==> config.mk <==
export PLATFORM = sky130hd
export DESIGN_NAME = btor_cell
export DESIGN_NICKNAME = d
export VERILOG_FILES = /design/src/rtl/btor_pkg.sv /design/src/rtl/btor_cell.sv
export SDC_FILE = /design/constraint.sdc
export NUM_CORES = 1
export LEC_CHECK = 0
export ABC_AREA = 1
export ABC_CLOCK_PERIOD_IN_PS = 3600
export BUFFER_PORTS_ARGS = -buffer_cell sky130_fd_sc_hd__buf_2
export CORE_AREA = 2 2 39 41
export DETAILED_ROUTE_END_ITERATION = 7
export DIE_AREA = 0 0 41 43
export GPL_TIMING_DRIVEN = 0
export PLACE_DENSITY = 0.69
export SLEW_MARGIN = 20
export SYNTH_ARGS = -nofsm -noshare
export SYNTH_HDL_FRONTEND = slang
export SYNTH_SLANG_ARGS = --single-unit
==> constraint.sdc <==
create_clock -name vclk -period 3.6
set_clock_uncertainty 0.05 [all_clocks]
set_input_delay 0.72 -clock vclk [all_inputs]
set_output_delay 0.72 -clock vclk [all_outputs]
set_load 0.03 [all_outputs]
==> src/rtl/btor_pkg.sv <==
package btor_pkg;

    // item kinds carried on the action field
    typedef enum logic [1:0] {
        ACT_RENDER = 2'd0,
        ACT_TEXT   = 2'd1,
        ACT_GLYPH  = 2'd2
    } t_action;

    // configuration register indexes
    typedef enum logic [1:0] {
        REG_FRAME_WIDTH  = 2'd0,
        REG_FRAME_HEIGHT = 2'd1,
        REG_TEXT_LENGTH  = 2'd2
    } t_cfg_reg;

    localparam int COORD_W   = 12;
    localparam int LEN_W     = 5;
    localparam int ROW_W     = 4;   // 16 rows per glyph
    localparam int Q_W       = 9;   // cell index before range check
    localparam int BAND_W    = 7;
    localparam int DY_W      = 14;

    localparam logic [31:0]        INK_COLOR    = 32'hff00_0000;
    localparam logic [COORD_W-1:0] WIDE_LIMIT   = 12'd480;
    localparam logic [BAND_W-1:0]  BAND_NARROW  = 7'd30;
    localparam logic [BAND_W-1:0]  BAND_WIDE    = 7'd70;
    localparam logic [COORD_W-1:0] LEFT_MARGIN  = 12'd10;
    localparam logic [3:0]         CELL_PITCH   = 4'd13;
    localparam logic [3:0]         GLYPH_COLS   = 4'd7;
    localparam logic [7:0]         CODE_BASE    = 8'd32;
    localparam logic [DY_W-1:0]    BAND_ROWS_1X = 14'd16;
    localparam logic [DY_W-1:0]    BAND_ROWS_2X = 14'd32;
    localparam logic [LEN_W-1:0]   LEN_RESET    = 5'd0;
    localparam logic [COORD_W-1:0] WIDTH_RESET  = 12'd640;
    localparam logic [COORD_W-1:0] HEIGHT_RESET = 12'd480;

    // u / 13 as (u * 5042) >> 16, exact for any 12 bit u
    localparam logic [12:0] RECIP       = 13'd5042;
    localparam int          RECIP_SHIFT = 16;
    localparam int          PROD_W      = 25;

    // load fields that travel down the pipeline
    typedef struct packed {
        logic [1:0] action;
        logic [4:0] slot;
        logic [6:0] gidx;
        logic [3:0] gline;
        logic [7:0] wdata;
    } t_load;

    // band and margin results of the coordinate stage
    typedef struct packed {
        logic               ok;
        logic [COORD_W-1:0] u;
        logic [ROW_W-1:0]   row;
    } t_geom;

    // cell column and hit flag
    typedef struct packed {
        logic       ok;
        logic [2:0] col;
    } t_cell;

endpackage

==> src/rtl/btor_cell.sv <==
module btor_cell #(
    parameter int MAX_TEXT = 24
) (
    input  logic                        i_ok,
    input  logic [btor_pkg::COORD_W-1:0] i_u,
    input  logic [btor_pkg::Q_W-1:0]    i_q,
    input  logic [btor_pkg::LEN_W-1:0]  i_text_length,
    output btor_pkg::t_cell             o_cell
);

    logic [btor_pkg::COORD_W:0] q13;
    logic [btor_pkg::COORD_W:0] rem;
    logic                       in_text;

    // remainder of u / 13 is the glyph column
    assign q13 = {4'd0, i_q} * {9'd0, btor_pkg::CELL_PITCH};
    assign rem = {1'b0, i_u} - q13;

    // cell must be within the drawn text and the store
    assign in_text = ({4'd0, i_text_length} < i_q ? 1'b0 : ({4'd0, i_text_length} != i_q))
                     && (i_q < btor_pkg::Q_W'(MAX_TEXT));

    always_comb begin
        o_cell.ok  = i_ok && in_text && (rem[3:0] < btor_pkg::GLYPH_COLS);
        o_cell.col = rem[2:0];
    end

endmodule

# == Word level (Yosys, flattened, before mapping) ==
# Cells that the tools add are included.
# word_totals
word_cells,10
regBits,0
out_inout_bits,4
# op_classes
n_reduce_logical,3
mux,1
eq_ne,1
magnitude_cmp,3
add_sub_neg,1
n_mul,1
# ops
operator,count
< comparator 5 x 9 -> 1 bit,1
"< comparator 9 x 5 -> 1 bit, second input constant",1
"multiplier 9 x 4 -> 4 bit, second input constant",1
!= test 5 x 9 -> 1 bit,1
"< comparator 4 x 3 -> 1 bit, second input constant",1
subtractor 4 bit,1
logical AND 1 bit,3
two-way mux 1 bit,1

# == Logic depth before layout (Yosys ltp) ==
# Gate-level depths: netlist of run 1.
# logic_depth
word_depth,5
mapped_depth,13

# == Worst setup path before layout of run 1 ==
# Ideal clock, no wire load.
# synth_timing
kind,input port to output port
startpoint,in i_u[2] (netlist bit)
endpoint,out o_cell[3] (netlist bit)
t_arrival_ps,2751
slack_ps,79
path_stages,9
required_time_ps,2830
path_cell_list,inv_1 ha_1 inv_1 fa_1 fa_1 xor2_1 nand3_1 nand2_1 nor2_1
# synth_rtl
item,line_no,source
from (decl),btor_cell.sv:5,"input logic [btor_pkg::COORD_W-1:0] i_u,"
to (decl),btor_cell.sv:8,output btor_pkg::t_cell o_cell

==> flow_summary_export.csv, run 1 <==
group,metric,value,unit
final_layout,clkbuf_count,0,
power_and_ir_drop,seqPwrFrac,0,%
synth,ys_seq_area_share,0,%
floorplan,start_util,33.18,%
power_and_ir_drop,power_frac_clock,0,%
synth,synth.avg_cell_area,6.560,um2
synth,synth_top_area_share,29.97,%
setup_path,cp-end-kind,"primary output",
global_routing,overflow,0,
worst_hold_path,hold_class,"input pin to primary output",
floorplan,core_region_area,1384,um2
timing,tns,0,ns
timing,final-hold-violation-count,0,
timing,slew_viol_final,0,
setup_path,path_cells,"clkbuf_4 -> inv_1 -> ha_1 -> inv_1 -> fa_1 -> fa_1 -> xor2_1 -> nand3_1 -> nand2_1 -> nor2_1 -> clkbuf_4",
job,drv_cap,0,
floorplan,io_pins,31,
clock_tree,postCtsSetupBuffers,0,
detailed_routing,drtPass1Iterations,4,
setup_path,path_buf_inv,4,
placement,dp_hpwl,763.8,um
synth,yosysMostFrequentCell,"inv_1",
detailed_routing,wl,806,um
clock_tree,cts_resized,0,
clock_tree,cts_hold_buf,0,
timing,rsz0062_at_grt,"no",
global_routing,grt_pass1_vias,392,
global_routing,grt_max_degree,8,
floorplan,die_width,41,um
placement,io_buffers,23,
power_and_ir_drop,switchingPower,0.06749,mW
floorplan,dieArea,1763,um2
power_and_ir_drop,p_int,0.04399,mW
floorplan,row_count,14,
run_status,status,"completed",
synth,synthCells,70,
synth,synth_area_leaders,"ha_1 30%, inv_1 12%, nand2_1 11%, xor2_1 9.5%, fa_1 8.7%",
timing,fin_crit,3.423,ns
setup_path,critical_path.top_delay_family,"adder cells",
setup_path,crit_type,"input pin to primary output",
setup_path,slowest_stage,"fa_1",
global_routing,grt_pass1_wl,1442,um
detailed_routing,viasPerCell,4.229,
power_and_ir_drop,leakage,0.3780,nW
placement,place_congestion,0.7943,
detailed_routing,drc,0,
final_layout,area_growth,30.52,%
synth,yosys_warnings,0,
synth,synth_top_cells_by_count,"15 x inv_1, 13 x nand2_1, 11 x ha_1",
final_layout,regArea,0,um2
final_layout,final_core_util,43.31,%
timing,setup_viol,0,
timing,relSlewSlack,77.47,%
global_routing,grt_usage,10.81,%
detailed_routing,ant_nets,0,
final_layout,layout-drive-gt1-share,29.03,%
detailed_routing,num_vias,461,
synth,synth_cell_type_count,15,
synth,syn-cell-area,459.2,um2
detailed_routing,wl_per_cell,7.394,um
synth,yosys.area.top_type,"ha_1",
timing,fmax,0.2922,GHz
final_layout,seq_cell_count,0,
setup_path,required,2.83,ns
power_and_ir_drop,p_sw_share,60.54,%
power_and_ir_drop,combPwrFrac,100.0,%
final_layout,fin_nets,135,
synth,syn_nets,110,
timing,timing.hold.ws,1.809,ns
timing,period_share,95.07,%
setup_path,cp.arrival,2.65,ns
setup_path,critPathLaunchType,"input pin",
global_routing,antenna_found_initial,0,
power_and_ir_drop,p_per_area,186.0,nW/um2
floorplan,die_h,43,um
power_and_ir_drop,ir_drop,0.09185,mV
setup_path,slowest_delay,0.45,ns
setup_path,cp_max_fo,6,
timing,tightest_slew,0.3343,ns
detailed_routing,drtIter0Drc,5,
final_layout,antenna_cells,0,
[cells by family after synthesis]
kind of cell	Yosys count	synth area share, %
xor+xnor	6	11.44
compound gates	7	8.173
fa+ha+maj	13	38.69
buf+inv	15	12.26
simple gates	29	29.43
[metrics by stage]
stage | std cells | worst slack, ns | total power [mW] | instance area [um2]
finish | 109 | 0.1775 | 0.1115 | 599.3
global route | 109 | 0.01153 | 0.1285 | 599.3
CTS | 109 | 0.1317 | 0.1128 | 594.3
detailed placement | 109 | 0.1342 | 0.1123 | 594.3
global placement | 109 | 0.1429 | 0.1108 | 594.3
floorplan | 70 | 0.07947 | 0.08218 | 459.2
[metal layers]
layer / global-route usage [%] / routed length, um
met1: 16.88 / 387
met2: 17.19 / 397
met3: 0 / 21
met4: 0 / 0
met5: 0 / 0
[layout make-up]
class / instances / area [um2]
well taps: 16 / 20.02
repair buffers: 23 / 120.1
inverters: 15 / 56.30
multi-input cells: 55 / 402.9
fillers: 156 / 784.5
[worst min-delay path, cell delays in order]
cell and delay, ns:
clkbuf_4 0.16, xor2_1 0.09, buf_2 0.17
[power groups by stage]
stage               Combinational [mW]  Clock (mW)  Sequential, mW
floorplan                       0.0822           0               0
global placement                 0.111           0               0
detailed placement               0.112           0               0
CTS                              0.113           0               0
global route                     0.129           0               0
finish                           0.111           0               0
[placed cells by master (no fill, tap or decap), drive strengths merged]
master  instances
buf            21
fa              2
a21o            1
nand3           6
xnor2           1
nand2          16
nand3b          1
nor2            5
ha             11
xor2            5
nand4           1
a21oi           3
clkbuf          2
o21ai           3
inv            15
[path summary, 6_finish.rpt]
kind        end  startpoint  cells after the start  slack [ns]
max   o_cell[3]      i_u[2]                     11        0.18
min   o_cell[0]      i_u[2]                      3        1.81
No activity file was read; power rests on OpenSTA's default activity.
==> run 2, diff against run 1 <==
--- a/config.mk
+++ b/config.mk
@@ -12,7 +12,9 @@
 export DETAILED_ROUTE_END_ITERATION = 7
 export DIE_AREA = 0 0 41 43
 export GPL_TIMING_DRIVEN = 0
+export MAX_ROUTING_LAYER = met4
 export PLACE_DENSITY = 0.69
+export SETUP_SLACK_MARGIN = 0.2
 export SLEW_MARGIN = 20
 export SYNTH_ARGS = -nofsm -noshare
 export SYNTH_HDL_FRONTEND = slang
==> flow_summary_export.csv, run 2 (same netlist as run 1, synthesis figures left out) <==
group,metric,value,unit
global_routing,overflow,0,
floorplan,row_count,14,
global_routing,antenna_found_initial,0,
timing,fmax,0.3022,GHz
detailed_routing,ant_nets,0,
floorplan,dieArea,1763,um2
global_routing,grt_pass1_wl,1511,um
detailed_routing,wl_per_cell,8.936,um
timing,tns,0,ns
final_layout,final_common_cell,"buf_2",
detailed_routing,drtPass1Iterations,2,
worst_hold_path,hold_start,"i_u[2]",
setup_path,cp.arrival,2.54,ns
final_layout,area_growth,43.05,%
timing,relSlewSlack,63.07,%
timing,tightest_slew,0.5482,ns
floorplan,core_region_area,1384,um2
setup_path,required,2.83,ns
setup_path,crit_type,"input pin to primary output",
run_status,status,"completed",
detailed_routing,drc,0,
final_layout,layout-drive-gt1-share,38.30,%
floorplan,start_util,33.18,%
placement,io_buffers,23,
floorplan,die_h,43,um
timing,period_share,91.90,%
setup_path,cp_max_fo,6,
timing,slew_viol_final,0,
timing,final-hold-violation-count,0,
detailed_routing,num_vias,503,
worst_hold_path,min_path_cells,3,
timing,fin_crit,3.309,ns
placement,placed_area,604.3,um2
power_and_ir_drop,leakage,0.3834,nW
final_layout,clkbuf_count,0,
final_layout,antenna_cells,0,
job,drv_cap,0,
worst_hold_path,hold_end,"o_cell[0]",
placement,dp_hpwl,855.1,um
final_layout,final_area,656.9,um2
worst_hold_path,hold_class,"input pin to primary output",
detailed_routing,wl,983,um
floorplan,io_pins,31,
final_layout,fin_nets,136,
setup_path,path_cells,"buf_6 -> inv_2 -> ha_4 -> inv_2 -> fa_2 -> fa_2 -> xor2_2 -> nand3_1 -> nand2_1 -> nor2_2 -> buf_6",
final_layout,regArea,0,um2
setup_path,slowest_delay,0.51,ns
timing,setup_viol,0,
setup_path,cp-end-kind,"primary output",
global_routing,grt_usage,11.82,%
timing,rsz0062_at_grt,"no",
detailed_routing,drtIter0Drc,3,
placement,place_congestion,0.7463,
global_routing,grt_max_degree,8,
power_and_ir_drop,ir_drop,0.1359,mV
floorplan,die_width,41,um
final_layout,fillers,148,
detailed_routing,viasPerCell,4.573,
final_layout,seq_cell_count,0,
setup_path,slowest_stage,"fa_2",
setup_path,critPathLaunchType,"input pin",
global_routing,grt_pass1_vias,437,
final_layout,layout_common_cells,"20 x buf_2, 13 x inv_1, 13 x nand2_1, 9 x ha_1, 5 x nand3_1",
power_and_ir_drop,p_per_area,195.1,nW/um2
## run 2: layer usage
| layer | share of wire, % | track usage [%] |
|---|---|---|
| met5 | 0 | - |
| met2 | 55 | 22.50 |
| met3 | 7.9 | 0 |
| met4 | 0 | 0 |
| met1 | 36 | 13.78 |
## run 2: critical path: cells and delay by family
family / cells / cell delay [ns]
adders and majority gates: 3 / 1.04
xor gates and xnor gates: 1 / 0.18
and+or+nand+nor: 3 / 0.24
buffers and inverters: 4 / 0.35
## run 2: final cells by class
type               instances  area, um2  area share (%)
well taps                 16      20.02           3.048
multi-input cells         55      442.9           67.43
repair buffers            24      137.6           20.95
inverters                 15      56.30           8.571
## run 2: worst max path at each step
stage	start	cells past startpoint	end	slack [ns]
6_report	i_u[2]	11	o_cell[3]	0.29
3_3_place_gp	i_u[2]	11	o_cell[3]	0.08
2_1_floorplan	i_u[2]	9	o_cell[3]	0.23
5_1_grt	i_u[2]	15	o_cell[3]	0.19
3_5_place_dp	i_u[2]	11	o_cell[3]	0.06
4_1_cts	i_u[2]	11	o_cell[3]	0.21
## run 2: what timing repair did
action / in CTS / in global routing
setup buffers: 0 / 1
hold buffers: 0 / 0
endpoints found under the setup margin: 1 / 1
pin swaps: 0 / 6
resized for setup: 3 / 10
## run 2: power breakdown
group          internal, mW  leakage [nW]  switching (mW)
clock network             0             0               0
logic                0.0534         0.383          0.0748
registers                 0             0               0
## run 2: metrics by stage
step                utilization, %  cells  power, mW  worst slack, ns  hold WS, ns
floorplan                        -     70    0.08569           0.2290        1.577
global placement             43.67    109     0.1144          0.08244        1.834
detailed placement           43.67    109     0.1179          0.06474        1.842
CTS                          44.21    109     0.1196           0.2102        1.795
global route                 47.47    110     0.1433           0.1899        1.784
finish                       47.47    110     0.1282           0.2914        1.763
