`config.mk`:
```
export PLATFORM = sky130hd
export DESIGN_NAME = btor_ram
export DESIGN_NICKNAME = d
export VERILOG_FILES = /design/src/rtl/btor_ram.sv
export SDC_FILE = /design/constraint.sdc
export NUM_CORES = 1
export LEC_CHECK = 0
export ABC_AREA = 1
export BUFFER_PORTS_ARGS = -buffer_cell sky130_fd_sc_hd__buf_4
export CAP_MARGIN = 5
export CORE_MARGIN = 1
export CORE_UTILIZATION = 45
export DETAILED_ROUTE_END_ITERATION = 10
export SYNTH_ARGS = -nofsm -noshare
export SYNTH_HDL_FRONTEND = slang
export SYNTH_SLANG_ARGS = --single-unit
```
`constraint.sdc`:
```
create_clock -name i_clk -period 2.6 [get_ports i_clk]
set_input_delay 0.26 -clock i_clk [delete_from_list [all_inputs] [get_ports i_clk]]
set_output_delay 0.26 -clock i_clk [all_outputs]
set_load 0.01 [all_outputs]
```
`src/rtl/btor_ram.sv`:
```
module btor_ram #(
    parameter int WIDTH = 8,
    parameter int DEPTH = 16,
    parameter int AW    = 4
) (
    input  logic             i_clk,
    input  logic             i_we,
    input  logic [AW-1:0]    i_waddr,
    input  logic [WIDTH-1:0] i_wdata,
    input  logic             i_re,
    input  logic [AW-1:0]    i_raddr,
    output logic [WIDTH-1:0] o_rdata
);

    logic [WIDTH-1:0] r_mem [DEPTH];
    logic [WIDTH-1:0] r_rdata;

    // one write port, one registered read port
    always_ff @(posedge i_clk) begin
        if (i_we) begin
            r_mem[i_waddr] <= i_wdata;
        end
        if (i_re) begin
            r_rdata <= r_mem[i_raddr];
        end
    end

    assign o_rdata = r_rdata;

endmodule

```
After elaboration in Yosys (flattened, before gate mapping) --
Memory sizes are Yosys's and may differ from the RTL's. A register that Yosys moved wholly into a read port is not among the register bits. Cells that the tools add are included.
Word-level totals: RAM bits 128, memories 1, flip-flop bits (word level) 0, word-level logic and storage cells 3, input port bits 19, output and inout port bits 8
Operators by class: multiplexer cells 2
Memory list:
- r_mem | depth 16, width 8, read ports 1, clocked after memory_dff 1, wr ports 1, line 15 | logic [WIDTH-1:0] r_mem [DEPTH];
Operators by type and width (number):
- $mux 1 | 2

Depth between registers and ports, before layout --
Gate-level depths: netlist (run 1).
word-level depth 2, gate-level depth with buffers 8, gate-level depth less buffers 7

Worst setup path after synthesis (run 1) --
No wires, ideal clock.
kind input-to-reg, from input i_waddr[2], to memory r_mem[10][0] (enable), buffers on the path 0, arrival time 0.841 ns, stages 2, data required time 2.230 ns, setup slack 1.389 ns, setup time 0.370 ns, cells stage by stage nand3b_1 -> nor2_1
RTL lines:
- start: declaration | line 8 | input logic [AW-1:0] i_waddr,
- end: declaration | line 15
No word-level cell before the write port.

==> results.sh, run 1 <==
export IMPL_status="finished, final reports clean"
export IMPL_yosysUniqueCellTypes=11
export IMPL_antenna_found_initial=0
export IMPL_design_area_um2=6775
export IMPL_netlist_instances=551
export IMPL_cts_reportedPaths_clkPinSlew_ps=60
export IMPL_utilization_pct=53.69
export IMPL_placed_area_um2=6141
export IMPL_vdd_drop_max_mv=0.4118
export IMPL_die_area_um2=13450
export IMPL_critPathSlowestCell="buf_4"
export IMPL_wl_met2_mm=5.972
export IMPL_fin_crit_ps=1377
export IMPL_synth_warnings=0
export IMPL_wire_per_inst_um=16.88
export IMPL_cts_sinks=136
export IMPL_critPathLaunchType="input pin"
export IMPL_rows=41
export IMPL_routedLengthMet1_mm=5.915
export IMPL_layout_common_cells="173 x nand2_1, 136 x edfxtp_1, 100 x inv_1"
export IMPL_place_ws_ps=780.5
export IMPL_fin_ws_ps=1223
export IMPL_p_per_area_nw_per_um2=792.2
export IMPL_max_freq_mhz=726.4
export IMPL_p_sw_mw=1.116
export IMPL_gp_congestion=0.8677
export IMPL_grt_max_degree=46
export IMPL_top_layer_used="met4"
export IMPL_cts_resized=0
export IMPL_drcViolationCount=0
export IMPL_p_clk_share_pct=48.1
export IMPL_ys_ff_latch=136
export IMPL_layout_commonest_cell="nand2_1"
export IMPL_crit_fanout=45
export IMPL_endpoint_kind="flop"
export IMPL_max_stage_delay_ps=470
export IMPL_worstPathRequired_ps=2760
export IMPL_path_cells="buf_4 > buf_4 > nand2_1 > nand3_1 > nand3_1 > nand3_1 > nand2_1"
export IMPL_grt_pass1_vias=3710
export IMPL_antenna_left=0
export IMPL_pwr_share_seq_pct=46.3
export IMPL_placed_cells=730
export IMPL_areaGrowthSynthToFinish_pct=15.88
export IMPL_cts_hold_buf=0
export IMPL_initial_utilization_pct=46.33
export IMPL_ios=27
export IMPL_synth_nets=570
export IMPL_syn_area_per_cell_um2=10.61
export IMPL_grt_pass1_wl_mm=19.92
export IMPL_wl_met3_um=747
export IMPL_hold_path_class="in -> reg"
export IMPL_die_w_um=116.0
export IMPL_netlist_area_um2=5847
export IMPL_power_total_mw=5.367
export IMPL_vias_per_cell=4.888
export IMPL_worstMarginPinSlew_ps=820.2
export IMPL_track_usage_pct=21.05
export IMPL_final_period_utilization_pct=52.95
export IMPL_grt_overflow_total=0
export IMPL_insertion_delay_ps=420
export IMPL_diodes=0
export IMPL_numCtsBuffers=17
export IMPL_vias=3725
export IMPL_critPathKind="in -> reg"
export IMPL_postCtsSetupRepairBufs=0
export IMPL_root_buffer="clkbuf_16"
export IMPL_crit_top_cell="nand3_1"
export IMPL_instances_no_fill=762
export IMPL_grt_setup_unrepaired="false"
export IMPL_tritoncts="done"
export IMPL_arrival_ps=1540
export IMPL_drt_initial_drc_count=299
export IMPL_yosysSeqAreaShare_pct=69.85
export IMPL_finClkSkew_ps=8.033
export IMPL_finalSetupViolations=0
export IMPL_drv_cap=0
export IMPL_switching_share_pct=20.79
export IMPL_fin_setup_tns_ps=0
export IMPL_port_buffers=26
export IMPL_wirelength_mm=12.86
export IMPL_cts_buffer_depth=2
export IMPL_combPwrFrac_pct=5.6
export IMPL_fp_coreArea_um2=12620
export IMPL_internal_power_mw=4.251
export IMPL_max_slew_margin_pct=45.12
export IMPL_whs_ps=137.6
export IMPL_layout_nets=596
export IMPL_drt_pre_antenna_iters=4
export IMPL_final_layout_size_suffix_gt1_share_pct=10.34
export IMPL_finalMaxSlewViolations=0
export IMPL_place_hpwl_mm=8.020
export IMPL_die_h_um=116.0
export IMPL_p_leak_nw=2.876
export IMPL_ctsHtreeMaxLevel=4
export IMPL_hold_viol=0
-- metal layers --
metal  vias to the layer above  GRT usage, %
met5                         -             0
met4                         0         10.51
met3                        16         4.655
met2                       119         31.51
met1                      1758         29.07
li1                       1832             -
-- cells by family (layout without fill, tap and decap cells) --
group | after synthesis | after routing | synth area share (%)
buf+inv | 126 | 165 | 9.394
flops | 136 | 136 | 69.85
simple gates | 289 | 289 | 20.76
-- path summary, 6_finish.rpt --
path                            cells after the start  slack [ps]    endpoint    startpoint
worst min-delay path                                1         140  o_rdata[2]          i_re
worst min register to register                      6         750  o_rdata[7]  r_mem[10][7]
worst max register to register                      6        1410  o_rdata[1]   r_mem[5][1]
worst max-delay path                                7        1220  o_rdata[1]    i_raddr[0]
-- sequential cells by signal, indices dropped and copies added (netlist names) --
register,cells
r_mem,128
o_rdata,8
-- cell type report --
cell class / count / area [µm²]
Sequential cell: 136 / 4084
Tap cell: 172 / 215.2
Fill cell: 1141 / 5844
Multi-Input combinational cell: 289 / 1214
Inverter: 102 / 382.9
Clock buffer: 18 / 429.2
Clock inverter: 14 / 205.2
Timing Repair Buffer: 31 / 245.2
-- Yosys cell counts --
master	instances	share of area, %
nand2_1	173	11
edfxtp_1	136	70
inv_1	100	6.4
nand3_1	97	8.3
nor2_1	17	1.1
buf_2	13	1.1
buf_6	6	1.2
buf_4	4	0.51
inv_2	2	0.13
nand3b_1	2	0.26
buf_1	1	0.064
-- critical path, delay by kind of cell --
family | cells | cell delay (ps)
simple gates | 5 | 570
buf+inv | 2 | 710
-- power groups by stage --
stage | Sequential [mW] | Combinational, mW | Clock [mW]
3_5_place_dp | 2.53 | 0.302 | 0
2_1_floorplan | 2.53 | 0.173 | 0
3_3_place_gp | 2.53 | 0.298 | 0
6_report | 2.48 | 0.301 | 2.58
5_1_grt | 2.49 | 0.335 | 2.70
4_1_cts | 2.48 | 0.303 | 2.61
(Power assumes the default switching activity.)
==> inputs of run 2 (changes only) <==
clock period = 1.4 ns   (was 2.6 ns; I/O delays follow)
==> run 2 against run 1 <==
  * Non-clock buffer count up 20
  * Via count up 5.1%
  * Core utilization up 1.3 points
  * Critical path depth down 1
  * Worst hold slack worse by 110 ps
  * Total power up 84%
  * First-iteration DRC count up 18%
  * Largest cell class unchanged
==> results.sh, run 2 (synthesis results as in run 1) <==
export IMPL_status="finished, final reports clean"
export IMPL_cts_buffer_depth=2
export IMPL_numCtsBuffers=17
export IMPL_worstMarginPinSlew_ps=642.7
export IMPL_hold_viol=0
export IMPL_finClkSkew_ps=5.940
export IMPL_worstPathRequired_ps=1570
export IMPL_drv_cap=0
export IMPL_p_per_area_nw_per_um2=1422
export IMPL_layout_nets=616
export IMPL_grt_max_degree=46
export IMPL_initial_utilization_pct=46.33
export IMPL_fin_setup_tns_ps=0
export IMPL_critPathKind="reg -> reg"
export IMPL_drcViolationCount=0
export IMPL_max_freq_mhz=861.2
export IMPL_fp_coreArea_um2=12620
export IMPL_grt_pass1_vias=3775
export IMPL_root_buffer="clkbuf_16"
export IMPL_cts_sinks=136
export IMPL_layout_commonest_cell="nand2_1"
export IMPL_wire_per_inst_um=17.01
export IMPL_die_w_um=116.0
export IMPL_arrival_ps=1330
export IMPL_final_layout_size_suffix_gt1_share_pct=12.46
export IMPL_vias=3915
export IMPL_grt_pass1_wl_mm=20.44
export IMPL_finalMaxSlewViolations=0
export IMPL_max_slew_margin_pct=57.09
export IMPL_placed_area_um2=6329
export IMPL_die_area_um2=13450
export IMPL_insertion_delay_ps=420
export IMPL_crit_fanout=1
export IMPL_antenna_left=0
export IMPL_design_area_um2=6943
export IMPL_finalSetupViolations=0
export IMPL_critPathLaunchType="flop"
export IMPL_hold_path_class="in -> reg"
export IMPL_grt_setup_unrepaired="false"
export IMPL_fin_crit_ps=1161
export IMPL_tritoncts="done"
export IMPL_largest_register="r_mem"
export IMPL_cts_resized=0
export IMPL_die_h_um=116.0
export IMPL_track_usage_pct=21.90
export IMPL_whs_ps=24.59
export IMPL_placed_cells=750
export IMPL_antenna_found_initial=0
export IMPL_cts_hold_buf=0
export IMPL_instances_no_fill=782
export IMPL_port_buffers=26
export IMPL_gp_congestion=0.8344
export IMPL_ios=27
export IMPL_final_period_utilization_pct=82.94
export IMPL_layout_common_cells="173 x nand2_1, 136 x edfxtp_1, 100 x inv_1"
export IMPL_areaGrowthSynthToFinish_pct=18.75
export IMPL_diodes=0
export IMPL_postCtsSetupRepairBufs=0
export IMPL_p_leak_nw=2.999
export IMPL_endpoint_kind="flop"
export IMPL_drt_pre_antenna_iters=6
export IMPL_rows=41
export IMPL_drt_initial_drc_count=354
export IMPL_wirelength_mm=13.31
export IMPL_vias_per_cell=5.006
export IMPL_ctsHtreeMaxLevel=4
export IMPL_largest_reg_flops=128
export IMPL_place_hpwl_mm=8.263
export IMPL_cts_reportedPaths_clkPinSlew_ps=50
export IMPL_vdd_drop_max_mv=1.057
export IMPL_grt_overflow_total=0
-- run 2: cell count changes in the layout (fill, tap and decap cells not counted) --
cell        before  now
buf_12           1    4
buf_4           30   47
clkinv_1         3    8
clkinv_4         1    0
clkinvlp_4       4    0
-- run 2: area by class of cell --
class	instances	area, µm²
fill	1143	5677
sequential	136	4084
multi-input combinational	289	1214
timing repair buffer	51	432.9
clock buffer	18	429.2
inverter	102	382.9
tap	172	215.2
clock inverter	14	185.2
-- run 2: final timing paths --
| kind | from | endpoint | slack (ps) | cells past startpoint |
|---|---|---|---|---|
| max | r_mem[5][2] | o_rdata[2] | 240 | 6 |
| min | i_re | o_rdata[5] | 20 | 1 |
| max reg2reg | r_mem[5][2] | o_rdata[2] | 240 | 6 |
| min reg2reg | r_mem[10][5] | o_rdata[5] | 760 | 6 |
-- run 2: metal layers --
layer  GRT usage, %  wire length (µm)
met5              0                 0
met4          9.316               280
met3          6.067               804
met2          36.15              6533
met1          27.13              5685
-- run 2: critical path, cell delays in order (launching register included) --
cell and delay [ps]:
edfxtp_1 360, inv_1 70, nand2_1 50, nand3_1 90, nand3_1 130, nand3_1 150
nand2_1 80
-- run 2: power breakdown --
| group | switching, mW | internal, mW |
|---|---|---|
| registers | 0.0303 | 4.59 |
| logic | 0.404 | 0.201 |
| clock network | 1.54 | 3.10 |
-- run 2: through the flow --
| stage | util (%) | total power, mW | setup slack, ps |
|---|---|---|---|
| after floorplan | - | 5.024 | 309.2 |
| after global placement | 50.15 | 5.299 | 7.359 |
| after detailed placement | 50.15 | 5.307 | -13.43 |
| after CTS | 55.02 | 9.932 | 232.6 |
| after global routing | 55.02 | 10.19 | 156.4 |
| final | 55.02 | 9.870 | 238.8 |
==> inputs of run 3 (changes only) <==
clock period = 0.9 ns   (was 1.4 ns; I/O delays follow)
==> run 3 against run 2 <==
  * The run now ends with setup timing left
  * Clock skew increased by 0.80 ps
  * Final cell count increased by 0.64%
  * Global-route usage increased by 0.29 points
==> results.sh, run 3 (synthesis results as in run 1) <==
export IMPL_layout_common_cells="170 x nand2_1, 136 x edfxtp_1, 98 x inv_1"
export IMPL_path_cells="inv_1 > nand2_2 > nand3_2 > nand3_2 > nand3_2 > nand2_2"
export IMPL_max_slew_margin_pct=70.64
export IMPL_max_freq_mhz=926.2
export IMPL_track_usage_pct=22.19
export IMPL_drt_initial_drc_count=279
export IMPL_fin_crit_ps=1080
export IMPL_fp_coreArea_um2=12620
export IMPL_failed_checks="setup timing"
export IMPL_cts_buffer_depth=2
export IMPL_postCtsSetupRepairBufs=0
export IMPL_grt_overflow_total=0
export IMPL_vias_per_cell=4.896
export IMPL_cts_sinks=136
export IMPL_largest_reg_flops=128
export IMPL_hp_start="i_wdata[5]"
export IMPL_wire_per_inst_um=16.75
export IMPL_hold_path_class="in -> reg"
export IMPL_finalMaxSlewViolations=0
export IMPL_grt_setup_unrepaired="true"
export IMPL_hold_viol=0
export IMPL_ios=27
export IMPL_timing_rr_end="o_rdata[4]"
export IMPL_path_buf_inv=1
export IMPL_critPathSlowestCell="edfxtp_1"
export IMPL_die_area_um2=13450
export IMPL_largest_register="r_mem"
export IMPL_endpoint_kind="flop"
export IMPL_diodes=0
export IMPL_wirelength_mm=13.19
export IMPL_layout_nets=623
export IMPL_vias=3853
export IMPL_root_buffer="clkbuf_16"
export IMPL_grt_pass1_vias=3799
export IMPL_place_ws_ps=-393.3
export IMPL_grt_pass1_wl_mm=20.79
export IMPL_place_hpwl_mm=8.426
export IMPL_drv_cap=0
export IMPL_path_delay_family="simple AND/OR/NAND/NOR gates"
export IMPL_grt_max_degree=34
export IMPL_finClkSkew_ps=6.739
export IMPL_areaGrowthSynthToFinish_pct=23.07
export IMPL_r2r_cells=6
export IMPL_rows=41
export IMPL_p_per_area_nw_per_um2=1942
export IMPL_tritoncts="done"
export IMPL_die_h_um=116.0
export IMPL_p_leak_nw=3.078
export IMPL_whs_ps=18.07
export IMPL_insertion_delay_ps=420
export IMPL_critPathKind="reg -> reg"
export IMPL_rrSetupSlack_ps=-180
export IMPL_worstPathRequired_ps=1070
export IMPL_crit_fanout=1
export IMPL_drcViolationCount=0
export IMPL_status="finished with violations"
export IMPL_hold_path_depth=1
export IMPL_critPathLaunchType="flop"
export IMPL_die_w_um=116.0
export IMPL_fin_ws_ps=-179.7
export IMPL_layout_commonest_cell="nand2_1"
export IMPL_initial_utilization_pct=46.33
export IMPL_numCtsBuffers=17
export IMPL_antenna_left=0
export IMPL_path_depth=6
export IMPL_vdd_drop_max_mv=1.053
export IMPL_finalSetupViolations=16
export IMPL_cts_reportedPaths_clkPinSlew_ps=60
export IMPL_final_period_utilization_pct=120.0
export IMPL_arrival_ps=1250
export IMPL_worstHoldEndpoint="r_mem[3][5]"
export IMPL_final_layout_size_suffix_gt1_share_pct=21.30
export IMPL_port_buffers=26
export IMPL_r2r_start="r_mem[6][4]"
export IMPL_drt_pre_antenna_iters=5
export IMPL_worstMarginPinSlew_ps=439.9
export IMPL_max_stage_delay_ps=370
export IMPL_antenna_found_initial=0
export IMPL_gp_congestion=0.7859
export IMPL_crit_top_cell="nand3_2"
export IMPL_ctsHtreeMaxLevel=4
-- run 3: cell types whose count changed in the layout (fill, tap and decap cells not counted), moves of 5 or more --
cell	change
buf_12	+6
buf_4	-8
buf_6	+8
bufinv_16	-5
nand3_1	-39
nand3_2	+39
nor2_1	-9
nor2_2	+8
-- run 3: final cells by class --
| type | instances | area [µm²] |
|---|---|---|
| sequential | 136 | 4084 |
| timing repair buffer | 58 | 593.1 |
| multi-input combinational | 289 | 1444 |
| clock buffer | 21 | 440.4 |
| inverter | 102 | 382.9 |
| fill | 1113 | 5424 |
| clock inverter | 9 | 36.28 |
| tap | 172 | 215.2 |
-- run 3: power by group --
group	total [mW]	switching, mW	internal, mW
Combinational	1.10	0.688	0.411
Sequential	7.19	0.0463	7.14
Clock	5.69	2.30	3.39
-- run 3: worst max-delay path by stage --
stage                 from           to
3_3_place_gp    i_raddr[0]   o_rdata[2]
6_report       r_mem[6][4]   o_rdata[4]
4_1_cts         o_rdata[7]   o_rdata[7]
2_1_floorplan   i_waddr[0]  r_mem[0][0]
3_5_place_dp    i_raddr[0]   o_rdata[2]
5_1_grt        r_mem[6][4]   o_rdata[4]
-- run 3: worst reg2reg max path: cells and delay by family (launching register included) --
kind | cells | cell delay [ps]
AND/OR/NAND/NOR | 5 | 390
flip-flops | 1 | 370
buffers and inverters | 1 | 80
-- run 3: repair_timing --
action / in CTS / in global routing
gates resized for setup: 38 / 13
endpoints found under the hold margin: 8 / 0
pin swaps: 15 / 12
hold buffers: 1 / 0
setup endpoints to repair: 16 / 16
-- run 3: per-layer routing --
layer	routed length, µm	share of wire (%)	up-vias	track usage, %
met2	6411	49	103	35.52
li1	-	-	1888	-
met3	572	4.3	25	5.126
met4	316	2.4	0	10.43
met1	5885	45	1837	28.76
met5	0	0	-	0
-- run 3: stage by stage --
step | power, mW | area [µm²] | TNS, ps | utilization [%] | std cells
after floorplan | 7.829 | 5881 | -11160 | - | 551
after detailed placement | 8.318 | 6476 | -29110 | 51.32 | 756
after global placement | 8.308 | 6476 | -26950 | 51.32 | 756
final | 13.98 | 7196 | -2432 | 57.02 | 787
after CTS | 14.06 | 7146 | -2533 | 56.62 | 787
after global routing | 14.43 | 7196 | -3203 | 57.02 | 787
