<file path="config.mk">
export PLATFORM = sky130hd
export DESIGN_NAME = btor_geom
export DESIGN_NICKNAME = d
export VERILOG_FILES = /design/src/rtl/btor_pkg.sv /design/src/rtl/btor_geom.sv
export SDC_FILE = /design/constraint.sdc
export NUM_CORES = 1
export LEC_CHECK = 0
export BUFFER_PORTS_ARGS = -buffer_cell sky130_fd_sc_hd__buf_2
export CAP_MARGIN = 25
export CORE_AREA = 4 4 76 78
export DETAILED_ROUTE_END_ITERATION = 10
export DIE_AREA = 0 0 80 82
export MAX_ROUTING_LAYER = met4
export PLACE_DENSITY = 0.72
export SYNTH_ARGS = -nofsm -noshare
export SYNTH_HDL_FRONTEND = slang
export SYNTH_SLANG_ARGS = --single-unit
</file>
<file path="constraint.sdc">
create_clock -name vclk -period 14.71
set_clock_uncertainty 0.15 [all_clocks]
set_input_delay 2.942 -clock vclk [all_inputs]
set_output_delay 2.942 -clock vclk [all_outputs]
set_load 0.005 [all_outputs]
</file>
<file path="src/rtl/btor_pkg.sv">
package btor_pkg;

    // item kinds carried on the action field
    typedef enum logic [1:0] {
        ACT_RENDER = 2'd0,
        ACT_TEXT   = 2'd1,
        ACT_GLYPH  = 2'd2
    } t_action;

    // configuration register indexes
    typedef enum logic [1:0] {
        REG_FRAME_WIDTH  = 2'd0,
        REG_FRAME_HEIGHT = 2'd1,
        REG_TEXT_LENGTH  = 2'd2
    } t_cfg_reg;

    localparam int COORD_W   = 12;
    localparam int LEN_W     = 5;
    localparam int ROW_W     = 4;   // 16 rows per glyph
    localparam int Q_W       = 9;   // cell index before range check
    localparam int BAND_W    = 7;
    localparam int DY_W      = 14;

    localparam logic [31:0]        INK_COLOR    = 32'hff00_0000;
    localparam logic [COORD_W-1:0] WIDE_LIMIT   = 12'd480;
    localparam logic [BAND_W-1:0]  BAND_NARROW  = 7'd30;
    localparam logic [BAND_W-1:0]  BAND_WIDE    = 7'd70;
    localparam logic [COORD_W-1:0] LEFT_MARGIN  = 12'd10;
    localparam logic [3:0]         CELL_PITCH   = 4'd13;
    localparam logic [3:0]         GLYPH_COLS   = 4'd7;
    localparam logic [7:0]         CODE_BASE    = 8'd32;
    localparam logic [DY_W-1:0]    BAND_ROWS_1X = 14'd16;
    localparam logic [DY_W-1:0]    BAND_ROWS_2X = 14'd32;
    localparam logic [LEN_W-1:0]   LEN_RESET    = 5'd0;
    localparam logic [COORD_W-1:0] WIDTH_RESET  = 12'd640;
    localparam logic [COORD_W-1:0] HEIGHT_RESET = 12'd480;

    // u / 13 as (u * 5042) >> 16, exact for any 12 bit u
    localparam logic [12:0] RECIP       = 13'd5042;
    localparam int          RECIP_SHIFT = 16;
    localparam int          PROD_W      = 25;

    // load fields that travel down the pipeline
    typedef struct packed {
        logic [1:0] action;
        logic [4:0] slot;
        logic [6:0] gidx;
        logic [3:0] gline;
        logic [7:0] wdata;
    } t_load;

    // band and margin results of the coordinate stage
    typedef struct packed {
        logic               ok;
        logic [COORD_W-1:0] u;
        logic [ROW_W-1:0]   row;
    } t_geom;

    // cell column and hit flag
    typedef struct packed {
        logic       ok;
        logic [2:0] col;
    } t_cell;

endpackage

</file>
<file path="src/rtl/btor_geom.sv">
module btor_geom (
    input  logic [btor_pkg::COORD_W-1:0] i_x,
    input  logic [btor_pkg::COORD_W-1:0] i_y,
    input  logic [btor_pkg::COORD_W-1:0] i_frame_width,
    input  logic [btor_pkg::COORD_W-1:0] i_frame_height,
    output btor_pkg::t_geom              o_geo
);

    logic                           in_frame;
    logic                           scale2;
    logic                           x_ok;
    logic [btor_pkg::COORD_W-1:0]   dx;
    logic [btor_pkg::BAND_W-1:0]    band;
    logic [btor_pkg::DY_W-1:0]      dy;
    logic                           y_ok;

    // frame clip and scale select
    assign in_frame = (i_x < i_frame_width) && (i_y < i_frame_height);
    assign scale2   = !(i_frame_width < btor_pkg::WIDE_LIMIT);

    // horizontal offset from the left margin, halved at scale two
    assign x_ok = (i_x >= btor_pkg::LEFT_MARGIN);
    assign dx   = i_x - btor_pkg::LEFT_MARGIN;

    // line offset inside the text band
    assign band = scale2 ? btor_pkg::BAND_WIDE : btor_pkg::BAND_NARROW;
    assign dy   = {2'b00, i_y} + {7'd0, band} - {2'b00, i_frame_height};
    assign y_ok = !dy[btor_pkg::DY_W-1] &&
                  (dy < (scale2 ? btor_pkg::BAND_ROWS_2X : btor_pkg::BAND_ROWS_1X));

    always_comb begin
        o_geo.ok  = in_frame && x_ok && y_ok;
        o_geo.u   = scale2 ? {1'b0, dx[btor_pkg::COORD_W-1:1]} : dx;
        o_geo.row = scale2 ? dy[4:1] : dy[3:0];
    end

endmodule

</file>
After elaboration in Yosys (flattened, before gate mapping):

Cells that the tools add are included.

* output and inout port bits: 17
* bits in registers: 0
* word-level logic and storage cells: 17
* input bits: 48

* add/sub/neg operators: 3
* order comparisons: 5
* mux-type cells: 4
* reduce and logical (&&, ||, !) cells: 5

Operator list (count)
* $lt 12x12->1: 2
* $lt 14x6->1: 1
* $sub 13x12->14: 1
* $add 12x7->13: 1
* $ge 12x4->1 const B: 1
* $lt 12x9->1 const B: 1
* $mux 12: 1
* $sub 12x4->12 const B: 1
* $mux 7: 1
* $mux 6: 1
* $logic_and 1x1->1: 4
* $mux 4: 1
* $logic_not 1->1: 1

Logic depth before layout (Yosys ltp):

Gate-level depths: netlist (run 1).

* word-level depth: 7
* depth in mapped cells: 17
* mapped depth without buffers: 16

Worst setup path before layout (run 1):

Ideal clock, no wire load.

* kind: input to output
* from: input i_frame_width[10] in the netlist's numbering
* to: output o_geo[16] in the netlist's numbering
* stages on the path: 17
* data required time: 11618 ps
* path slack: 5294 ps
* arrival time: 6324 ps
* buffers on the path: 2
* cells stage by stage: nor3_1 nand2_2 buf_6 clkbuf_1 fa_1 inv_1 ha_1 nor2b_1 o31a_1 a21oi_1 ha_1 or3b_1 a221oi_2 o2111ai_1 a2111oi_0 nand4_1 nor3_1

RTL lines
* from (decl): RTL line btor_geom.sv:4 `input logic [btor_pkg::COORD_W-1:0] i_frame_width,`
* to (decl): RTL line btor_geom.sv:6 `output btor_pkg::t_geom o_geo`

==> results of run 1 <==
## layer usage
metal / up-vias / routed length, um / track usage, %
met2: 64 / 2370 / 27.6
met3: 0 / 307 / 0.658
met5: - / 0 / -
met4: 0 / 0 / 1.01
li1: 1097 / - / -
met1: 961 / 2210 / 18.3
## placed cells by master, fill, tap and decap left out, types with 3 or more instances in the layout
| cell type | Yosys | routed |
|---|---|---|
| a21o_1 | 7 | 7 |
| a21oi_1 | 26 | 26 |
| a311oi_1 | 3 | 3 |
| a31oi_1 | 3 | 3 |
| buf_2 | 4 | 65 |
| fa_1 | 7 | 7 |
| ha_1 | 36 | 36 |
| inv_1 | 54 | 54 |
| mux2i_1 | 6 | 6 |
| nand2_1 | 11 | 11 |
| nand3_1 | 5 | 5 |
| nand4_1 | 6 | 6 |
| nor2_1 | 22 | 22 |
| nor3_1 | 9 | 9 |
| o21a_1 | 3 | 3 |
| o21ai_0 | 7 | 7 |
| o21ai_1 | 3 | 3 |
| o22ai_1 | 4 | 4 |
| or3_1 | 3 | 3 |
| xnor2_1 | 5 | 5 |
## critical path, stage by stage
cell       delay (ns)
buf_2            0.10
nor3_1           0.26
nand2_2          0.43
fa_1             0.65
inv_1            0.04
ha_1             0.33
nor2b_1          0.18
o31a_1           0.22
a21oi_1          0.07
ha_1             0.17
or3b_1           0.38
a221oi_2         0.18
o2111ai_1        0.14
a2111oi_0        0.33
nand4_1          0.13
nor3_1           0.22
buf_2            0.15
## area by class of cell
cell class	instances	area (um^2)	share of cell area (%)
timing repair buffer	65	325	14.2
inverter	55	206	8.98
multi-input combinational	212	1680	73.1
tap	70	87.6	3.81
## logic make-up (layout without fill, tap and decap cells)
group           count (synthesis)  in the layout  share of synthesized area (%)
fa+ha+maj                      43             43                           29.7
buf+inv                        68            120                           15.5
simple gates                   76             76                           21.0
compound gates                 79             79                           27.1
mux                             7              7                           3.59
xor+xnor                        7              7                           3.08
## power groups by stage
stage	Combinational (mW)	Sequential (mW)	Clock, mW
detailed placement	0.0935	0	0
finish	0.0938	0	0
global placement	0.0925	0	0
global route	0.106	0	0
CTS	0.0940	0	0
floorplan	0.0668	0	0
## path summary, 6_finish.rpt
check | slack, ns | from | cells past startpoint | end
setup / recovery | 4.70 | i_frame_width[10] | 17 | o_geo[16]
hold / removal | 6.06 | i_x[1] | 3 | o_geo[4]
## stage by stage
stage	hold slack, ns	instances
finish	6.06	402
global route	6.11	402
CTS	6.07	402
detailed placement	6.07	402
global placement	6.07	402
floorplan	5.79	280
==> impl_metrics.ini, run 1 <==
[run_status]
status = finished clean

[synth]
syn-cell-area_mm2 = 0.00199
yosys_warnings = 0
yosys-top-cells-count = inv_1 (54), ha_1 (36), a21oi_1 (26)
synth_top_area_share_pct = 22.7
ys_types = 59
yosys-top-cells-area = ha_1 (23%), inv_1 (10%), fa_1 (7.0%)
yosysMostFrequentCell = inv_1
mappedNetlistNets = 371
yosysTopAreaCell = ha_1
syn_inst = 280
ys_seq_area_share_pct = 0
syn_avg_cell_area_um2 = 7.10

[floorplanning]
die-area_mm2 = 0.00656
io-pin-count = 65
core_mm2 = 0.00507
die_w_um = 80
dieHeight_um = 82
initial_core_util_pct = 39.2
rows = 26

[power_and_ir_drop]
pwr_density_cell_mw_per_mm2 = 40.8
p_leak_nw = 1.25
p_switching_uw = 51.5
switching_share_pct = 54.8
comb_power_share_pct = 100.0
max-vdd-ir-drop_uv = 27.5
clkPwrFrac_pct = 0
p_int_uw = 42.4
p_total_uw = 93.8
seqPwrFrac_pct = 0

[timing]
fin_crit_ns = 10.01
fin_crit_sh_pct = 68.0
final_hold_viol_count = 0
setup_slack_ns = 4.70
fmax_mhz = 99.9
setup_tns_ns = 0
rsz0062_at_grt = false
setup_violations = 0
slew_headroom_pct = 57.0
slew_viol_final = 0
tightest_slew_ns = 0.642

[global_routing]
grt_max_degree = 35
grt_pass1_vias = 1935
antenna_found_initial = 0
grt_pass1_wl_um = 7970
grt_usage_pct = 14.7
overflow = 0

[final_layout]
nFillCells = 538
drive_gt1_share_pct = 23.2
postLayoutCoreUtil_pct = 45.3
nets = 425
nClkBuffers = 0
seqCellArea_um2 = 0
n_sequential_cell = 0
synthToLayoutAreaGrowth_pct = 15.6
n_antenna_cell = 0
postLayoutCellArea_mm2 = 0.00230

[detailed_routing]
dr.pass1.iters = 4
ant_nets = 0
routedWlPerCell_um = 12.1
drt-initial-drc-count = 76
drc = 0
vias = 2122
routed_via_density = 5.28
wl_um = 4880

[min_path]
hold_path.class = input pin to output port

[setup_path]
crit_path_end_kind = output port
start_kind = input pin
required_ns = 11.62
arrival_ns = 6.92
worstPathMaxFanout = 34
path_class = input pin to output port

[place]
place_area_mm2 = 0.00230
hpwl_um = 4230
dpl_worst_slack_ns = 4.70
port_buffers = 65
place_congestion = 0.922

[run]
drv_cap = 0

[clock_network]
ctsHoldBuffers = 0
cts_setup_buffers = 0
post_cts_resized = 0
No activity file was read; power rests on OpenSTA's default activity.
==> inputs of run 2 (changes only) <==
- clock period: 14.71 -> 9.84 ns (I/O delays scaled with it)
==> impl_metrics.ini, run 2 (synthesized netlist as in run 1, its figures left out) <==
[floorplanning]
die-area_mm2 = 0.00656
io-pin-count = 65
core_mm2 = 0.00507
initial_core_util_pct = 39.2
rows = 26
die_w_um = 80
dieHeight_um = 82

[timing]
fmax_mhz = 124
setup_violations = 0
slew_viol_final = 0
fin_crit_sh_pct = 82.1
rsz0062_at_grt = false
slew_headroom_pct = 55.7
setup_tns_ns = 0
final_hold_viol_count = 0
tightest_slew_ns = 0.662
fin_crit_ns = 8.08

[setup_path]
cpMaxStageDelayCell = fa_1
path_cells = buf_2, nor3_1, nand2_2, fa_1, inv_1, ha_1, nor2b_1, o31a_1, a21oi_1, ha_1, or3b_1, a221oi_2, o2111ai_1, a2111oi_0, nand4_1, nor3_1, buf_2
start_kind = input pin
path_delay_family = simple AND/OR/NAND/NOR gates
crit_path_end_kind = output port
critPathBufInv = 3
cpPeakStageDelay_ns = 0.65
cp_num_cells = 17
worstPathMaxFanout = 34
path_class = input pin to output port
required_ns = 7.72
arrival_ns = 5.96

[final_layout]
nClkBuffers = 0
final_common_cell = buf_2
final_cell_mix = buf_2 (65), inv_1 (54), ha_1 (36)
n_sequential_cell = 0
multiInputGateArea_mm2 = 0.00168
seqCellArea_um2 = 0
nFillCells = 528
fin_cells = 402
n_antenna_cell = 0
drive_gt1_share_pct = 23.2
postLayoutCellArea_mm2 = 0.00230
nets = 425
synthToLayoutAreaGrowth_pct = 15.6

[power_and_ir_drop]
pwr_density_cell_mw_per_mm2 = 61.0
max-vdd-ir-drop_uv = 41.0
p_total_uw = 140
p_leak_nw = 1.25

[global_routing]
grt_usage_pct = 15.2
grt_pass1_vias = 1919
antenna_found_initial = 0
overflow = 0
grt_pass1_wl_um = 8210
grt_max_degree = 35

[run]
drv_cap = 0

[detailed_routing]
routedWlPerCell_um = 12.3
vias = 2100
wl_um = 4930
drc = 0
routed_via_density = 5.22
ant_nets = 0
dr.pass1.iters = 4
drt-initial-drc-count = 44

[min_path]
min_from = i_x[1]
hold_path.class = input pin to output port
hold_path_end = o_geo[4]
holdPathStages = 3

[clock_network]
ctsHoldBuffers = 0
cts_setup_buffers = 0
post_cts_resized = 0

[place]
place_area_mm2 = 0.00230
hpwl_um = 4240
placed_cells = 402
place_congestion = 0.922
port_buffers = 65

[run_status]
status = finished clean
## run 2: layout make-up
| cell class | instances | share of cell area, % |
|---|---|---|
| timing repair buffer | 65 | 14.2 |
| inverter | 55 | 8.98 |
| tap | 70 | 3.81 |
| multi-input combinational | 212 | 73.1 |
## run 2: worst max path at each step
| stage | start | end | slack, ns |
|---|---|---|---|
| after global routing | i_frame_width[10] | o_geo[16] | 1.45 |
| after CTS | i_frame_width[10] | o_geo[16] | 1.76 |
| after detailed placement | i_frame_width[10] | o_geo[16] | 1.76 |
| after floorplan | i_frame_width[10] | o_geo[16] | 2.37 |
| final | i_frame_width[10] | o_geo[16] | 1.76 |
| after global placement | i_frame_width[10] | o_geo[16] | 1.86 |
## run 2: where the power goes
part | internal, mW | switching (mW)
clock | 0 | 0
combinational | 0.0633 | 0.0770
sequential | 0 | 0
total | 0.0633 | 0.0770
## run 2: per-stage QoR
stage | util (%) | worst slack, ns | hold slack (ns)
global placement | 45.3 | 1.86 | 4.12
CTS | 45.3 | 1.76 | 4.13
global route | 45.3 | 1.45 | 4.16
floorplan | - | 2.37 | 3.84
detailed placement | 45.3 | 1.76 | 4.13
finish | 45.3 | 1.76 | 4.12
## run 2: routing by layer
metal / up-vias / global-route usage, % / share of wire, %
li1: 1095 / - / -
met1: 943 / 19.6 / 45
met2: 60 / 27.6 / 48
met3: 2 / 0.548 / 6.4
met4: 0 / 0.676 / 0.28
met5: - / - / 0
==> inputs of run 3 (changes only) <==
- clock period: 9.84 -> 7.6 ns (I/O delays scaled with it)
==> impl_metrics.ini, run 3 (synthesized netlist as in run 1, its figures left out) <==
[power_and_ir_drop]
max-vdd-ir-drop_uv = 50.5
comb_power_share_pct = 100.0
switching_share_pct = 54.6
p_switching_uw = 98.8
pwr_density_cell_mw_per_mm2 = 78.5
seqPwrFrac_pct = 0
p_int_uw = 82.2
p_leak_nw = 1.25
clkPwrFrac_pct = 0

[detailed_routing]
routed_via_density = 5.21
dr.pass1.iters = 4
topRoutingLayerUsed = met3
drt-initial-drc-count = 63
route.met3.wl_um = 278
met2RoutedLength_um = 2280
met1_length_um = 2300
wl_um = 4850
drc = 0
routedWlPerCell_um = 12.0
vias = 2099
ant_nets = 0

[timing]
slew_viol_final = 0
fmax_mhz = 149
fin_crit_ns = 6.71
slew_headroom_pct = 76.2
rsz0062_at_grt = false
fin_crit_sh_pct = 88.3
final_hold_viol_count = 0
setup_tns_ns = 0
setup_violations = 0
tightest_slew_ns = 0.347

[place]
port_buffers = 65
place_area_mm2 = 0.00231
place_congestion = 0.890
hpwl_um = 4280

[min_path]
hold_path.class = input pin to output port

[floorplanning]
rows = 26
die_w_um = 80
core_mm2 = 0.00507
io-pin-count = 65
dieHeight_um = 82
initial_core_util_pct = 39.2
die-area_mm2 = 0.00656

[setup_path]
path_cells = buf_2, nor3_1, nand2_2, fa_1, inv_1, ha_1, nor2b_1, o31a_1, a21oi_1, ha_1, or3b_1, a221oi_2, o2111ai_1, a2111oi_0, nand4_1, nor3_1, buf_2
cpMaxStageDelayCell = fa_1
start_kind = input pin
required_ns = 5.93
path_class = input pin to output port
worstPathMaxFanout = 5
crit_path_end_kind = output port
arrival_ns = 5.04
cpPeakStageDelay_ns = 0.50

[global_routing]
overflow = 0
grt_pass1_vias = 1797
grt_pass1_wl_um = 7800
grt_usage_pct = 14.4
grt_max_degree = 31
antenna_found_initial = 0

[final_layout]
final_cell_mix = buf_2 (65), inv_1 (54), ha_1 (36)
final_common_cell = buf_2
n_antenna_cell = 0
drive_gt1_share_pct = 23.4
n_sequential_cell = 0
synthToLayoutAreaGrowth_pct = 16.0
seqCellArea_um2 = 0
nClkBuffers = 0
nets = 426
postLayoutCoreUtil_pct = 45.4
postLayoutCellArea_mm2 = 0.00231
nFillCells = 538

[clock_network]
cts_setup_buffers = 0
ctsHoldBuffers = 0
post_cts_resized = 0

[run]
drv_cap = 0

[run_status]
status = finished clean
-- run 3: cell count changes in the layout (fill, tap and decap cells not counted) --
| cell | before | now |
|---|---|---|
| buf_4 | 0 | 1 |
-- run 3: cell type report --
type	count	area (um^2)	share of cell area, %
Inverter	55	206	8.95
Timing Repair Buffer	66	333	14.4
Multi-Input combinational cell	212	1680	72.8
Tap cell	70	87.6	3.80
-- run 3: per-layer routing --
layer,up-vias,GRT usage [%]
met5,-,-
met1,944,19.3
met2,53,25.7
li1,1102,-
met4,0,0.338
met3,0,0.439
-- run 3: power groups by stage --
stage | Combinational (mW) | Clock (mW) | Sequential, mW
finish | 0.181 | 0 | 0
global route | 0.205 | 0 | 0
CTS | 0.182 | 0 | 0
detailed placement | 0.181 | 0 | 0
global placement | 0.180 | 0 | 0
floorplan | 0.129 | 0 | 0
-- run 3: final timing paths --
check                          from   endpoint  slack [ns]  depth (start not counted)
setup / recovery  i_frame_width[10]  o_geo[16]        0.89                         17
hold / removal               i_x[1]   o_geo[4]        3.22                          3
-- run 3: through the flow --
| stage | hold WS [ns] | instances | power [mW] | setup WS [ns] |
|---|---|---|---|---|
| 2_1_floorplan | 2.94 | 280 | 0.129 | 1.03 |
| 3_3_place_gp | 3.22 | 403 | 0.180 | 0.963 |
| 3_5_place_dp | 3.22 | 403 | 0.181 | 0.861 |
| 4_1_cts | 3.22 | 403 | 0.182 | 0.855 |
| 5_1_grt | 3.25 | 403 | 0.205 | 0.574 |
| 6_report | 3.22 | 403 | 0.181 | 0.887 |
-- run 3: worst max-delay path: cells and delay by family --
family          cells  cell delay [ns]
compound gates      5             0.89
fa+ha+maj           3             1.01
buf+inv             3             0.28
simple gates        6             1.33
